**src/rtl/core/eas_pkg.sv**
```systemverilog
// eas_pkg: shared types and constants of the e-mail address syntax checker.
// Holds the character class codes, the token passed from front to back, and queue sizing.
// No dependencies.
`timescale 1ns / 1ps

package eas_pkg;

    // Character bytes that the classifier looks for
    localparam logic [7:0] CH_NUL    = 8'h00;
    localparam logic [7:0] CH_SPACE  = 8'h20;
    localparam logic [7:0] CH_DEL    = 8'h7F;
    localparam logic [7:0] CH_QUOTE  = 8'h22;
    localparam logic [7:0] CH_AT     = 8'h40;
    localparam logic [7:0] CH_DOT    = 8'h2E;
    localparam logic [7:0] CH_BSLASH = 8'h5C;

    // Token queue between classifier and parser
    localparam int QDEPTH = 2;
    localparam int QPTR_W = (QDEPTH > 1) ? $clog2(QDEPTH) : 1;
    localparam int QCNT_W = $clog2(QDEPTH + 1);

    // Character classes
    typedef enum logic [2:0] {
        CLS_TERM,    // zero byte: end of string
        CLS_QUOTE,   // double quote
        CLS_AT,      // at sign
        CLS_DOT,     // period
        CLS_BSLASH,  // backslash
        CLS_PLAIN,   // printable, not special
        CLS_QPRINT,  // printable but special or space: legal only inside quotes
        CLS_CTRL     // control byte or 127 and above
    } t_cls;

    typedef struct packed {
        t_cls cls;
    } t_tok;

endpackage

```
**src/rtl/core/email_address_syntax_checker_top.sv**
```systemverilog
// email_address_syntax_checker_top: streaming e-mail address / host name syntax checker.
// Instantiates eas_front, eas_queue and eas_back; depends on eas_pkg.
//
// Channel   | Direction | Handshake          | Payload
// ----------+-----------+--------------------+---------------------------
// input     | in        | i_valid / o_ready  | i_char_byte[7:0]
// result    | out       | o_valid / i_ready  | o_address_ok
// config    | in        | i_cfg_wr_en        | i_cfg_wr_data (host mode)
//
// One byte request per cycle is sustained; the parse state machine in eas_back
// updates once per byte, and that single-cycle update sets the rate.
// A terminator's verdict reaches o_valid once its token is registered in the queue and,
// when nothing waits ahead of it, pops straight from there into the output register.
// Reset is synchronous, active low; it empties the queue and drops any pending verdict.
// A stalled result blocks only terminators; other bytes keep draining, and o_ready
// falls only once the two-entry token queue is full.
`timescale 1ns / 1ps

module email_address_syntax_checker_top
    import eas_pkg::*;
(
    input  logic       i_clk,
    input  logic       i_rst_n,
    input  logic       i_cfg_wr_en,
    input  logic       i_cfg_wr_data,
    input  logic       i_valid,
    output logic       o_ready,
    input  logic [7:0] i_char_byte,
    output logic       o_valid,
    input  logic       i_ready,
    output logic       o_address_ok
);

    t_tok front_tok;
    t_tok q_tok;
    logic q_full;
    logic q_valid;
    logic q_pop;
    logic in_take;

    // Take a request whenever the queue has room
    assign o_ready = !q_full;
    assign in_take = i_valid && o_ready;

    // Classify the byte on the way in
    eas_front u_front (
        .i_char_byte (i_char_byte),
        .o_tok       (front_tok)
    );

    // Decouple classification from parsing
    eas_queue u_queue (
        .i_clk   (i_clk),
        .i_rst_n (i_rst_n),
        .i_push  (in_take),
        .i_tok   (front_tok),
        .o_full  (q_full),
        .i_pop   (q_pop),
        .o_valid (q_valid),
        .o_tok   (q_tok)
    );

    // Advance the parse state and hold verdicts until taken
    eas_back u_back (
        .i_clk         (i_clk),
        .i_rst_n       (i_rst_n),
        .i_cfg_wr_en   (i_cfg_wr_en),
        .i_cfg_wr_data (i_cfg_wr_data),
        .i_tok_valid   (q_valid),
        .i_tok         (q_tok),
        .o_tok_pop     (q_pop),
        .o_valid       (o_valid),
        .i_ready       (i_ready),
        .o_address_ok  (o_address_ok)
    );

endmodule

```
**src/rtl/core/eas_front.sv**
```systemverilog
// eas_front: classifies each incoming byte into a character class token.
// Depends on eas_pkg.
`timescale 1ns / 1ps

module eas_front
    import eas_pkg::*;
(
    input  logic [7:0] i_char_byte,
    output t_tok       o_tok
);

    logic is_special;

    always_comb begin
        is_special = (i_char_byte == 8'h28) || (i_char_byte == 8'h29) ||
                     (i_char_byte == 8'h3C) || (i_char_byte == 8'h3E) ||
                     (i_char_byte == 8'h2C) || (i_char_byte == 8'h3B) ||
                     (i_char_byte == 8'h3A) || (i_char_byte == 8'h5B) ||
                     (i_char_byte == 8'h5D);
    end

    // Order decides: exact characters first, then ranges
    always_comb begin
        priority if (i_char_byte == CH_NUL) begin
            o_tok.cls = CLS_TERM;
        end else if (i_char_byte == CH_QUOTE) begin
            o_tok.cls = CLS_QUOTE;
        end else if (i_char_byte == CH_AT) begin
            o_tok.cls = CLS_AT;
        end else if (i_char_byte == CH_DOT) begin
            o_tok.cls = CLS_DOT;
        end else if (i_char_byte == CH_BSLASH) begin
            o_tok.cls = CLS_BSLASH;
        end else if (i_char_byte < CH_SPACE || i_char_byte >= CH_DEL) begin
            o_tok.cls = CLS_CTRL;
        end else if (i_char_byte == CH_SPACE || is_special) begin
            o_tok.cls = CLS_QPRINT;
        end else begin
            o_tok.cls = CLS_PLAIN;
        end
    end

endmodule

```
**src/rtl/core/eas_queue.sv**
```systemverilog
// eas_queue: short token FIFO between classifier and parser.
// Depends on eas_pkg.
`timescale 1ns / 1ps

module eas_queue
    import eas_pkg::*;
(
    input  logic i_clk,
    input  logic i_rst_n,
    input  logic i_push,
    input  t_tok i_tok,
    output logic o_full,
    input  logic i_pop,
    output logic o_valid,
    output t_tok o_tok
);

    t_tok              r_mem [QDEPTH];
    logic [QPTR_W-1:0] r_wr_ptr, n_wr_ptr;
    logic [QPTR_W-1:0] r_rd_ptr, n_rd_ptr;
    logic [QCNT_W-1:0] r_count, n_count;

    assign o_full  = (r_count == QCNT_W'(QDEPTH));
    assign o_valid = (r_count != '0);
    assign o_tok   = r_mem[r_rd_ptr];

    always_comb begin
        n_wr_ptr = r_wr_ptr;
        n_rd_ptr = r_rd_ptr;
        n_count  = r_count;
        if (i_push) begin
            n_wr_ptr = (r_wr_ptr == QPTR_W'(QDEPTH - 1)) ? '0 : r_wr_ptr + 1'b1;
        end
        if (i_pop) begin
            n_rd_ptr = (r_rd_ptr == QPTR_W'(QDEPTH - 1)) ? '0 : r_rd_ptr + 1'b1;
        end
        if (i_push && !i_pop) begin
            n_count = r_count + 1'b1;
        end else if (i_pop && !i_push) begin
            n_count = r_count - 1'b1;
        end
    end

    always_ff @(posedge i_clk) begin
        if (!i_rst_n) begin
            r_wr_ptr <= '0;
            r_rd_ptr <= '0;
            r_count  <= '0;
        end else begin
            r_wr_ptr <= n_wr_ptr;
            r_rd_ptr <= n_rd_ptr;
            r_count  <= n_count;
        end
    end

    // Payload storage, no reset
    always_ff @(posedge i_clk) begin
        if (i_push) begin
            r_mem[r_wr_ptr] <= i_tok;
        end
    end

endmodule

```
**src/rtl/core/eas_back.sv**
```systemverilog
// eas_back: parse state machine over class tokens, with the verdict output register.
// Depends on eas_pkg.
`timescale 1ns / 1ps

module eas_back
    import eas_pkg::*;
(
    input  logic i_clk,
    input  logic i_rst_n,
    input  logic i_cfg_wr_en,
    input  logic i_cfg_wr_data,
    input  logic i_tok_valid,
    input  t_tok i_tok,
    output logic o_tok_pop,
    output logic o_valid,
    input  logic i_ready,
    output logic o_address_ok
);

    typedef enum logic [2:0] {
        PH_NAME,
        PH_QUOTED,
        PH_ESCAPE,
        PH_AFTER_QUOTE,
        PH_DOMAIN,
        PH_FAILED
    } t_phase;

    t_phase r_phase, n_phase;
    logic   r_fresh, n_fresh;
    logic   r_last_dot, n_last_dot;
    logic   r_dom_dot, n_dom_dot;
    logic   r_host;
    logic   r_out_valid, n_out_valid;
    logic   r_out_ok, n_out_ok;

    t_phase cur_phase;
    logic   is_term;
    logic   out_free;

    assign is_term   = (i_tok.cls == CLS_TERM);
    assign out_free  = !r_out_valid || i_ready;
    assign o_tok_pop = i_tok_valid && (!is_term || out_free);
    assign cur_phase = r_fresh ? (r_host ? PH_DOMAIN : PH_NAME) : r_phase;

    assign o_valid      = r_out_valid;
    assign o_address_ok = r_out_ok;

    always_comb begin
        n_phase     = r_phase;
        n_fresh     = r_fresh;
        n_last_dot  = r_last_dot;
        n_dom_dot   = r_dom_dot;
        n_out_valid = r_out_valid && !i_ready;
        n_out_ok    = r_out_ok;

        if (o_tok_pop) begin
            if (is_term) begin
                // Give the verdict and start a new string
                n_out_valid = 1'b1;
                n_out_ok    = r_fresh || (r_phase == PH_DOMAIN && r_dom_dot);
                n_phase     = PH_NAME;
                n_fresh     = 1'b1;
                n_last_dot  = 1'b0;
                n_dom_dot   = 1'b0;
            end else begin
                n_fresh = 1'b0;
                n_phase = cur_phase;
                unique case (cur_phase)
                    PH_NAME: begin
                        unique case (i_tok.cls)
                            CLS_QUOTE: begin
                                n_phase = (r_fresh || r_last_dot) ? PH_QUOTED : PH_FAILED;
                            end
                            CLS_AT: begin
                                if (r_fresh || r_last_dot) begin
                                    n_phase = PH_FAILED;
                                end else begin
                                    n_phase    = PH_DOMAIN;
                                    n_last_dot = 1'b1;
                                    n_dom_dot  = 1'b0;
                                end
                            end
                            CLS_DOT:   n_last_dot = 1'b1;
                            CLS_PLAIN: n_last_dot = 1'b0;
                            default:   n_phase = PH_FAILED;
                        endcase
                    end
                    PH_QUOTED: begin
                        unique case (i_tok.cls)
                            CLS_QUOTE:  n_phase = PH_AFTER_QUOTE;
                            CLS_BSLASH: n_phase = PH_ESCAPE;
                            CLS_CTRL:   n_phase = PH_FAILED;
                            default:    n_phase = PH_QUOTED;
                        endcase
                    end
                    PH_ESCAPE: begin
                        n_phase = (i_tok.cls == CLS_CTRL) ? PH_FAILED : PH_QUOTED;
                    end
                    PH_AFTER_QUOTE: begin
                        unique case (i_tok.cls)
                            CLS_DOT: begin
                                n_phase    = PH_NAME;
                                n_last_dot = 1'b1;
                            end
                            CLS_AT: begin
                                n_phase    = PH_DOMAIN;
                                n_last_dot = 1'b1;
                                n_dom_dot  = 1'b0;
                            end
                            default: n_phase = PH_FAILED;
                        endcase
                    end
                    PH_DOMAIN: begin
                        unique case (i_tok.cls)
                            CLS_DOT: begin
                                if (r_fresh || r_last_dot) begin
                                    n_phase = PH_FAILED;
                                end else begin
                                    n_dom_dot  = 1'b1;
                                    n_last_dot = 1'b1;
                                end
                            end
                            CLS_PLAIN: n_last_dot = 1'b0;
                            default:   n_phase = PH_FAILED;
                        endcase
                    end
                    default: n_phase = PH_FAILED;
                endcase
            end
        end
    end

    always_ff @(posedge i_clk) begin
        if (!i_rst_n) begin
            r_phase     <= PH_NAME;
            r_fresh     <= 1'b1;
            r_last_dot  <= 1'b0;
            r_dom_dot   <= 1'b0;
            r_host      <= 1'b0;
            r_out_valid <= 1'b0;
            r_out_ok    <= 1'b0;
        end else begin
            r_phase     <= n_phase;
            r_fresh     <= n_fresh;
            r_last_dot  <= n_last_dot;
            r_dom_dot   <= n_dom_dot;
            r_out_valid <= n_out_valid;
            r_out_ok    <= n_out_ok;
            if (i_cfg_wr_en) begin
                r_host <= i_cfg_wr_data;
            end
        end
    end

endmodule

```
**config.mk**
```make
export PLATFORM = sky130hd
export DESIGN_NAME = email_address_syntax_checker_top
export DESIGN_NICKNAME = d
export VERILOG_FILES = /design/src/rtl/core/eas_pkg.sv /design/src/rtl/core/email_address_syntax_checker_top.sv /design/src/rtl/core/eas_front.sv /design/src/rtl/core/eas_queue.sv /design/src/rtl/core/eas_back.sv
export SDC_FILE = /design/constraint.sdc
export NUM_CORES = 1
export LEC_CHECK = 0
export ABC_AREA = 0
export BUFFER_PORTS_ARGS = -buffer_cell sky130_fd_sc_hd__buf_2
export CORE_ASPECT_RATIO = 0.75
export CORE_MARGIN = 2
export CORE_UTILIZATION = 62
export DETAILED_ROUTE_END_ITERATION = 12
export PLACE_DENSITY = 0.95
export SLEW_MARGIN = 20
export SYNTH_ARGS = -nofsm -noshare
export SYNTH_HDL_FRONTEND = slang
export SYNTH_SLANG_ARGS = --single-unit
export TNS_END_PERCENT = 100
```
**constraint.sdc**
```tcl
create_clock -name i_clk -period 4.89 [get_ports i_clk]
set_input_delay 0.7335 -clock i_clk [delete_from_list [all_inputs] [get_ports i_clk]]
set_output_delay 0.7335 -clock i_clk [all_outputs]
set_load 0.02 [all_outputs]
```
-- Word level (Yosys, flattened, before mapping)
Memories as Yosys holds them, arrays and structs flattened. A register that Yosys moved wholly into a read port is not among the register bits.
Index checks and enable logic that the tools add are counted.
- bits in registers: 13
- RAM bits: 6
- output and inout port bits: 3
- memories: 1
- memory list (memory ; depth ; bits a word ; read ports ; clocked after memory_dff ; write ports ; line ; text):
    u_queue.r_mem ; 2 ; 3 ; 1 ; 1 ; 1 ; eas_queue.sv:18 ; t_tok r_mem [QDEPTH];
- eq/ne operators: 34
- reduce and logical (&&, ||, !) cells: 37
- order comparisons: 2
- muxes and demuxes: 43
- $add $sub $neg: 4
- operator list (cell ; number):
    $eq A8 B6 Y1 const B ; 10
    $mux W3 ; 12
    $eq A8 B7 Y1 const B ; 4
    $mux W1 ; 19
    $pmux W3 S3 ; 2
    $eq A3 B3 Y1 const B ; 5
    $pmux W3 S5 ; 1
    $logic_or A1 B1 Y1 ; 14
    $eq A3 B2 Y1 const B ; 4
    $pmux W3 S2 ; 2
    $ne A3 B1 Y1 const B ; 3
    $ne A3 B2 Y1 const B ; 3
    $pmux W1 S3 ; 3
    $ge A8 B7 Y1 const B ; 1
    $logic_not A8 Y1 ; 1
    $lt A8 B6 Y1 const B ; 1
    $reduce_and A7 Y1 ; 1
    $eq A3 B1 Y1 const B ; 2
    $logic_and A1 B1 Y1 ; 6
    $logic_not A1 Y1 ; 6
    $logic_not A3 Y1 ; 2
    $mux W2 ; 3
    $ne A5 B1 Y1 const B ; 1
    $reduce_and A5 Y1 ; 1
    other kinds (10) ; 13

-- Depth between registers and ports, before layout
Gate-level depths: netlist (run 1).
- depth after elaboration: 17
- gate-level depth with buffers: 9
- depth with buffers taken out: 7

-- Hierarchy
From an unflattened synthesis (run 1), not the netlist that was laid out.
- cells, all modules: 167
- area total of the unflattened synthesis: 1436.4 um2
- modules (own cells, without submodules) (module ; area an instance (um2) ; instances ; seq. area each (um2) ; cells each):
    eas_back ; 798.3 ; 1 ; 180.2 ; 104
    eas_queue ; 435.4 ; 1 ; 280.3 ; 31
    eas_front ; 192.7 ; 1 ; 0.0 ; 30
    email_address_syntax_checker_top ; 10.0 ; 1 ; 0.0 ; 2

-- Worst setup path before layout (run 1)
OpenSTA, ideal clock, no wires.
- path kind: register to register
- start: memory u_queue.r_mem[0][2] in the netlist's numbering
- end: register u_queue.r_count[1]
- library setup time: 71 ps
- path buffers: 1
- setup slack: 2630 ps
- cell stages (with the launch flop): 8
- arrival time: 2190 ps
- cells stage by stage: edfxtp_1 > or4_4 > a21oi_1 > or2_2 > clkbuf_1 > ha_1 > or3_1 > a21oi_1
- RTL lines (element ; line ; text):
    start, declared ; eas_queue.sv:18 ;
    end signal, assigned ; eas_queue.sv:52 ; r_count <= n_count;
    end, declared ; eas_queue.sv:21 ; logic [QCNT_W-1:0] r_count, n_count;

==> results of run 1 <==
worst max-delay path: stages (launching register included):
cell	delay, ns
dfxtp_1	0.68
or4b_1	0.55
a21oi_1	0.27
or2_2	0.21
ha_1	0.26
or3_1	0.36
a21oi_1	0.16
cell families after synthesis:
family | after synthesis | synth area share (%)
AOI/OAI and AO/OA | 52 | 24.6
DFF | 20 | 32.5
adders and majority gates | 1 | 0.883
xor gates and xnor gates | 6 | 3.71
buffers and inverters | 14 | 4.33
muxes | 7 | 5.39
and+or+nand+nor | 73 | 28.6
power breakdown:
part	switching [mW]	internal, mW	total (mW)
clock	0.0562	0.0624	0.119
sequential	0.0698	0.206	0.275
combinational	0.154	0.122	0.276
path summary, 6_finish.rpt:
kind                         to  slack, ns
max          u_queue.r_count[1]       2.33
min            u_back.r_dom_dot       0.49
max reg2reg  u_queue.r_count[1]       2.33
min reg2reg    u_back.r_dom_dot       0.49
layer usage:
| layer | wire (um) | vias up | part of all wire [%] | GRT usage, % |
|---|---|---|---|---|
| met4 | 55 | 0 | 1.5 | 8.64 |
| met2 | 1770 | 97 | 48 | 54.7 |
| li1 | - | 672 | - | - |
| met5 | 0 | - | 0 | 0 |
| met3 | 419 | 14 | 11 | 7.95 |
| met1 | 1420 | 673 | 39 | 39.7 |
layout make-up:
| type | count | area (um^2) | area share (%) |
|---|---|---|---|
| Timing Repair Buffer | 16 | 80.1 | 5.23 |
| Sequential cell | 20 | 460 | 30.1 |
| Multi-Input combinational cell | 139 | 895 | 58.4 |
| Inverter | 5 | 18.8 | 1.23 |
| Clock buffer | 4 | 47.5 | 3.10 |
| Tap cell | 24 | 30.0 | 1.96 |
stage by stage:
stage / utilization [%] / power [mW] / hold WS (ns) / area, um^2
2_1_floorplan: - / 0.484 / 0.440 / 1420
3_3_place_gp: 71.2 / 0.525 / 0.449 / 1480
3_5_place_dp: 71.2 / 0.544 / 0.462 / 1480
4_1_cts: 73.5 / 0.662 / 0.487 / 1530
5_1_grt: 73.5 / 0.714 / 0.511 / 1530
6_report: 73.5 / 0.670 / 0.486 / 1530
cells in the mapped netlist, types with 3 or more instances:
cell type,number
and3_1,3
clkbuf_1,7
nor2b_1,3
or4_1,3
a2111oi_0,3
a21oi_1,8
a31oi_1,4
xor2_1,4
and2_1,3
o21ai_0,14
inv_1,5
nand2b_1,7
dfxtp_1,14
nand3_1,3
nor2_1,19
edfxtp_1,6
nand2_1,13
mux2i_1,5
==> results.json, run 1 <==
{
  "drtPass1Iterations": 6,
  "finalWirelength_um": 3660,
  "vias_per_cell": 7.00,
  "tightest_slew_ns": 0.542,
  "cts_tree": "built",
  "drt_iter0_markers": 152,
  "grtUsageTotal_pct": 31.7,
  "cts.sinks": 20,
  "finalCriticalPeriod_ns": 2.56,
  "tns_ns": 0,
  "pre_cts_slack_ns": 2.39,
  "hold_buffers": 0,
  "synth-edff-count": 6,
  "cp-start-kind": "flip-flop",
  "layout_commonest_cell": "nor2_1",
  "placed_cells": 204,
  "hold_path_depth": 1,
  "synth.distinct_cells": 55,
  "worstSetupEndpointType": "flip-flop",
  "grt_max_degree": 16,
  "synth.avg_cell_area_um2": 8.19,
  "relSlewSlack_pct": 62.8,
  "clockRootBuffer": "clkbuf_4",
  "grt_pass1_vias": 1430,
  "largest_register_ffs": 6,
  "die_y_um": 45.4,
  "hpwl_um": 2820,
  "port_buffers": 16,
  "grt_pass1_wl_um": 6390,
  "core_area_um2": 2080,
  "outcome": "finished clean",
  "drc": 0,
  "fill_cells": 160,
  "core.rowCount": 14,
  "cellLeakagePower_nw": 0.595,
  "pwr_density_cell_nw_per_um2": 438,
  "drv_cap": 0,
  "path_class": "flip-flop to flip-flop",
  "place.gp.congestion": 0.951,
  "fmax_mhz": 391,
  "wl_per_cell_um": 17.6,
  "finalSetupViolations": 0,
  "grt_antenna_before_repair": 0,
  "grt.overflow.total": 0,
  "crit_path_max_fanout": 15,
  "ys_top_cells_by_area": "dfxtp_1, edfxtp_1, nor2_1, o21ai_0, mux2i_1",
  "htreeDepth": 1,
  "cts_setup_buffers": 0,
  "rsz0062_at_grt": "false",
  "diodes": 0,
  "hold_viol": 0,
  "period_share_pct": 52.3,
  "clock_latency_ns": 0.31,
  "hp-start": "u_back.r_dom_dot",
  "syn-num-nets": 188,
  "yosysWarnings": 0,
  "syn2layout_area_growth_pct": 8.13,
  "slew_viol_final": 0,
  "finalWorstSetupSlack_ns": 2.33,
  "cp.arrival_ns": 2.81,
  "syn_inst": 173,
  "syn_area_um2": 1420,
  "synth_top_cell_by_area": "dfxtp_1",
  "r2r_cells": 6,
  "fin_worst_skew_ns": 0.00841,
  "worstPathRequired_ns": 5.14,
  "cts_resized": 0,
  "clk_pin_slew_ns": 0.13,
  "ioPinCount": 17,
  "dieArea_um2": 2690,
  "drive_above_1_share_pct": 13.6,
  "die_w_um": 59.2,
  "yosysTopAreaCellShare_pct": 19.8,
  "ant_nets": 0,
  "cts_buffers": 3,
  "hold_path_class": "flip-flop to flip-flop",
  "regMostFlops": "u_queue.r_mem",
  "ys_async_sr_fraction_pct": 0,
  "peakVddDrop_v": 0.000279,
  "initial_core_util_pct": 67.9,
  "final_cell_mix": "nor2_1, buf_2, o21ai_0, dfxtp_1, nand2_1",
  "synth_top_flop_cell": "dfxtp_1",
  "top_regs": "u_queue.r_mem (6), u_back.r_phase (3), u_queue.r_count (2)",
  "synth-seq-area-share_pct": 32.5,
  "yosys_register_bits": 20,
  "final_cells": 208,
  "vias": 1456,
  "cts_buffer_depth": 2,
  "final_nets": 200
}
Power figures use the tool's default switching activity.
==> run 2, diff against run 1 <==
Settings changed: ABC_AREA 0 to 1, CORE_UTILIZATION 62 to 57, PLACE_DENSITY 0.95 to 0.89.
Clock period 4.89 ns to 2.36 ns, I/O delays scaled along.
==> results.json, run 2 <==
{
  "ff2ff_setup_slack_ns": 0.41,
  "finalWirelength_um": 3030,
  "pwr-share-clk_pct": 15.0,
  "grt_max_degree": 13,
  "final_core_util_pct": 67.5,
  "cp-start-kind": "flip-flop",
  "yosys_register_bits": 20,
  "final_nets": 247,
  "drtPass1Iterations": 5,
  "final_cells": 265,
  "grtUsageTotal_pct": 23.6,
  "hpwl_um": 2440,
  "comb_power_share_pct": 52.4,
  "synth_top_flop_cell": "dfxtp_1",
  "vias": 1409,
  "tns_ns": 0,
  "syn2layout_area_growth_pct": 11.8,
  "sw_frac_of_total_pct": 47.5,
  "grt_pass1_vias": 1185,
  "yosys.cell_count.top_type": "nand2_1",
  "grt.overflow.total": 0,
  "cp.arrival_ns": 2.15,
  "top_regs": "u_queue.r_mem (6), u_back.r_phase (3), u_queue.r_count (2)",
  "ys_async_sr_fraction_pct": 0,
  "hp-start": "i_cfg_wr_en",
  "clock_latency_ns": 0.30,
  "p_int_uw": 834,
  "fin_area_um2": 1550,
  "die_w_um": 60.9,
  "ioPinCount": 17,
  "synth_top_cell_by_area": "dfxtp_1",
  "cts_setup_buffers": 0,
  "place.gp.congestion": 0.953,
  "relSlewSlack_pct": 74.6,
  "cts_tree": "built",
  "worstSetupEndpointType": "flip-flop",
  "cts.sinks": 20,
  "clockRootBuffer": "clkbuf_4",
  "syn_area_um2": 1380,
  "ant_nets": 0,
  "grt_pass1_wl_um": 4970,
  "dieArea_um2": 2840,
  "final_cell_mix": "nand2_1, inv_1, nor2_1, nand3_1, buf_2",
  "hold_viol": 0,
  "cts_buffers": 3,
  "synth-edff-count": 6,
  "p_sw_uw": 753,
  "period_share_pct": 82.6,
  "drt_iter0_markers": 125,
  "slew_viol_final": 0,
  "syn_inst": 212,
  "pwr_density_cell_nw_per_um2": 1030,
  "path_class": "flip-flop to flip-flop",
  "r2r_cells": 12,
  "syn-num-nets": 227,
  "power_mw": 1.59,
  "crit_path_max_fanout": 8,
  "layout_commonest_cell": "nand2_1",
  "placed_area_um2": 1500,
  "drive_above_1_share_pct": 17.3,
  "die_y_um": 46.7,
  "synth.avg_cell_area_um2": 6.52,
  "tightest_slew_ns": 0.379,
  "hold_path_depth": 2,
  "core_area_um2": 2290,
  "diodes": 0,
  "synth_common_cells": "nand2_1, inv_1, nor2_1, nand3_1",
  "core.rowCount": 15,
  "ys_top_cells_by_area": "dfxtp_1, nand2_1, edfxtp_1, inv_1, nand3_1",
  "peakVddDrop_v": 0.000656,
  "cts_resized": 0,
  "htreeDepth": 1,
  "worstPathRequired_ns": 2.56,
  "hold_buffers": 0,
  "clk_pin_slew_ns": 0.12,
  "regMostFlops": "u_queue.r_mem",
  "outcome": "finished clean",
  "largest_register_ffs": 6,
  "wl_per_cell_um": 11.4,
  "yosysTopAreaCellShare_pct": 20.3,
  "finalSetupViolations": 0,
  "cellLeakagePower_nw": 0.748,
  "initial_core_util_pct": 60.4,
  "cts_buffer_depth": 2,
  "rsz0062_at_grt": "false",
  "drv_cap": 0,
  "fin_worst_skew_ns": 0.00702,
  "synth-seq-area-share_pct": 33.3,
  "finalCriticalPeriod_ns": 1.95,
  "holdPathEnd": "u_back.r_host",
  "fmax_mhz": 513,
  "drc": 0,
  "vias_per_cell": 5.32,
  "synth.distinct_cells": 28,
  "placed_cells": 261,
  "yosysWarnings": 0,
  "hold_path_class": "input port to flip-flop",
  "seq_power_share_pct": 32.7,
  "grt_antenna_before_repair": 0,
  "reg2reg_to": "u_queue.r_count[1]",
  "port_buffers": 16
}
-- run 2: cell count changes after synthesis, sizes merged, moves of 8 or more --
cell,before,now
nand2,13,62
inv,5,35
nand3,3,18
nand4,1,9
-- run 2: power by group through the flow --
stage               logic, mW  clock network, mW  registers, mW
finish                  0.831              0.237          0.518
CTS                     0.816              0.238          0.515
global route            0.935              0.249          0.525
floorplan               0.652                  0          0.505
global placement        0.793                  0          0.520
detailed placement      0.812                  0          0.522
-- run 2: cell families after synthesis --
family	share of synthesized area (%)
AND/OR/NAND/NOR	41.7
AO/OA/AOI/OAI	13.8
adder cells (fa/ha/maj)	0.905
buffers and inverters	10.2
flip-flops	33.3
-- run 2: how the worst max path moves through the flow --
stage	slack, ns	startpoint	endpoint	depth (start not counted)
final	0.41	flip-flop	u_queue.r_count[1]	12
after global routing	0.19	flip-flop	u_queue.r_count[1]	12
after CTS	0.41	flip-flop	u_queue.r_count[1]	12
after detailed placement	0.42	flip-flop	u_queue.r_count[1]	12
after global placement	0.50	flip-flop	u_queue.r_count[1]	12
after floorplan	0.60	flip-flop	u_queue.r_count[1]	12
-- run 2: area by class of cell --
cell class / instances / area, um^2
multi-input cells: 156 / 781
fillers: 212 / 744
clock buffers: 4 / 47.5
well taps: 34 / 42.5
repair buffers: 16 / 80.1
flip-flops and latches: 20 / 460
inverters: 35 / 134
-- run 2: stage by stage --
stage                     worst slack (ns)  hold WS, ns
after floorplan                      0.599        0.425
after global placement               0.497        0.438
after detailed placement             0.419        0.445
after CTS                            0.410        0.216
after global routing                 0.191        0.233
final                                0.410        0.220
-- run 2: layer usage --
metal  track usage, %  wire length (um)
met3             3.93               205
met4             3.91                 7
met5                0                 0
met2             34.0              1230
met1             37.2              1590
-- run 2: worst max-delay path, stage by stage, from the launching register on --
cell and delay, ns:
dfxtp_1 0.43, inv_2 0.10, nand2_1 0.08, nand2_2 0.10
nand3_4 0.15, nand2_4 0.07, nand2_4 0.09, inv_2 0.06
ha_1 0.31, a21oi_1 0.11, o21ai_0 0.11, o21ai_0 0.17
a21oi_1 0.05
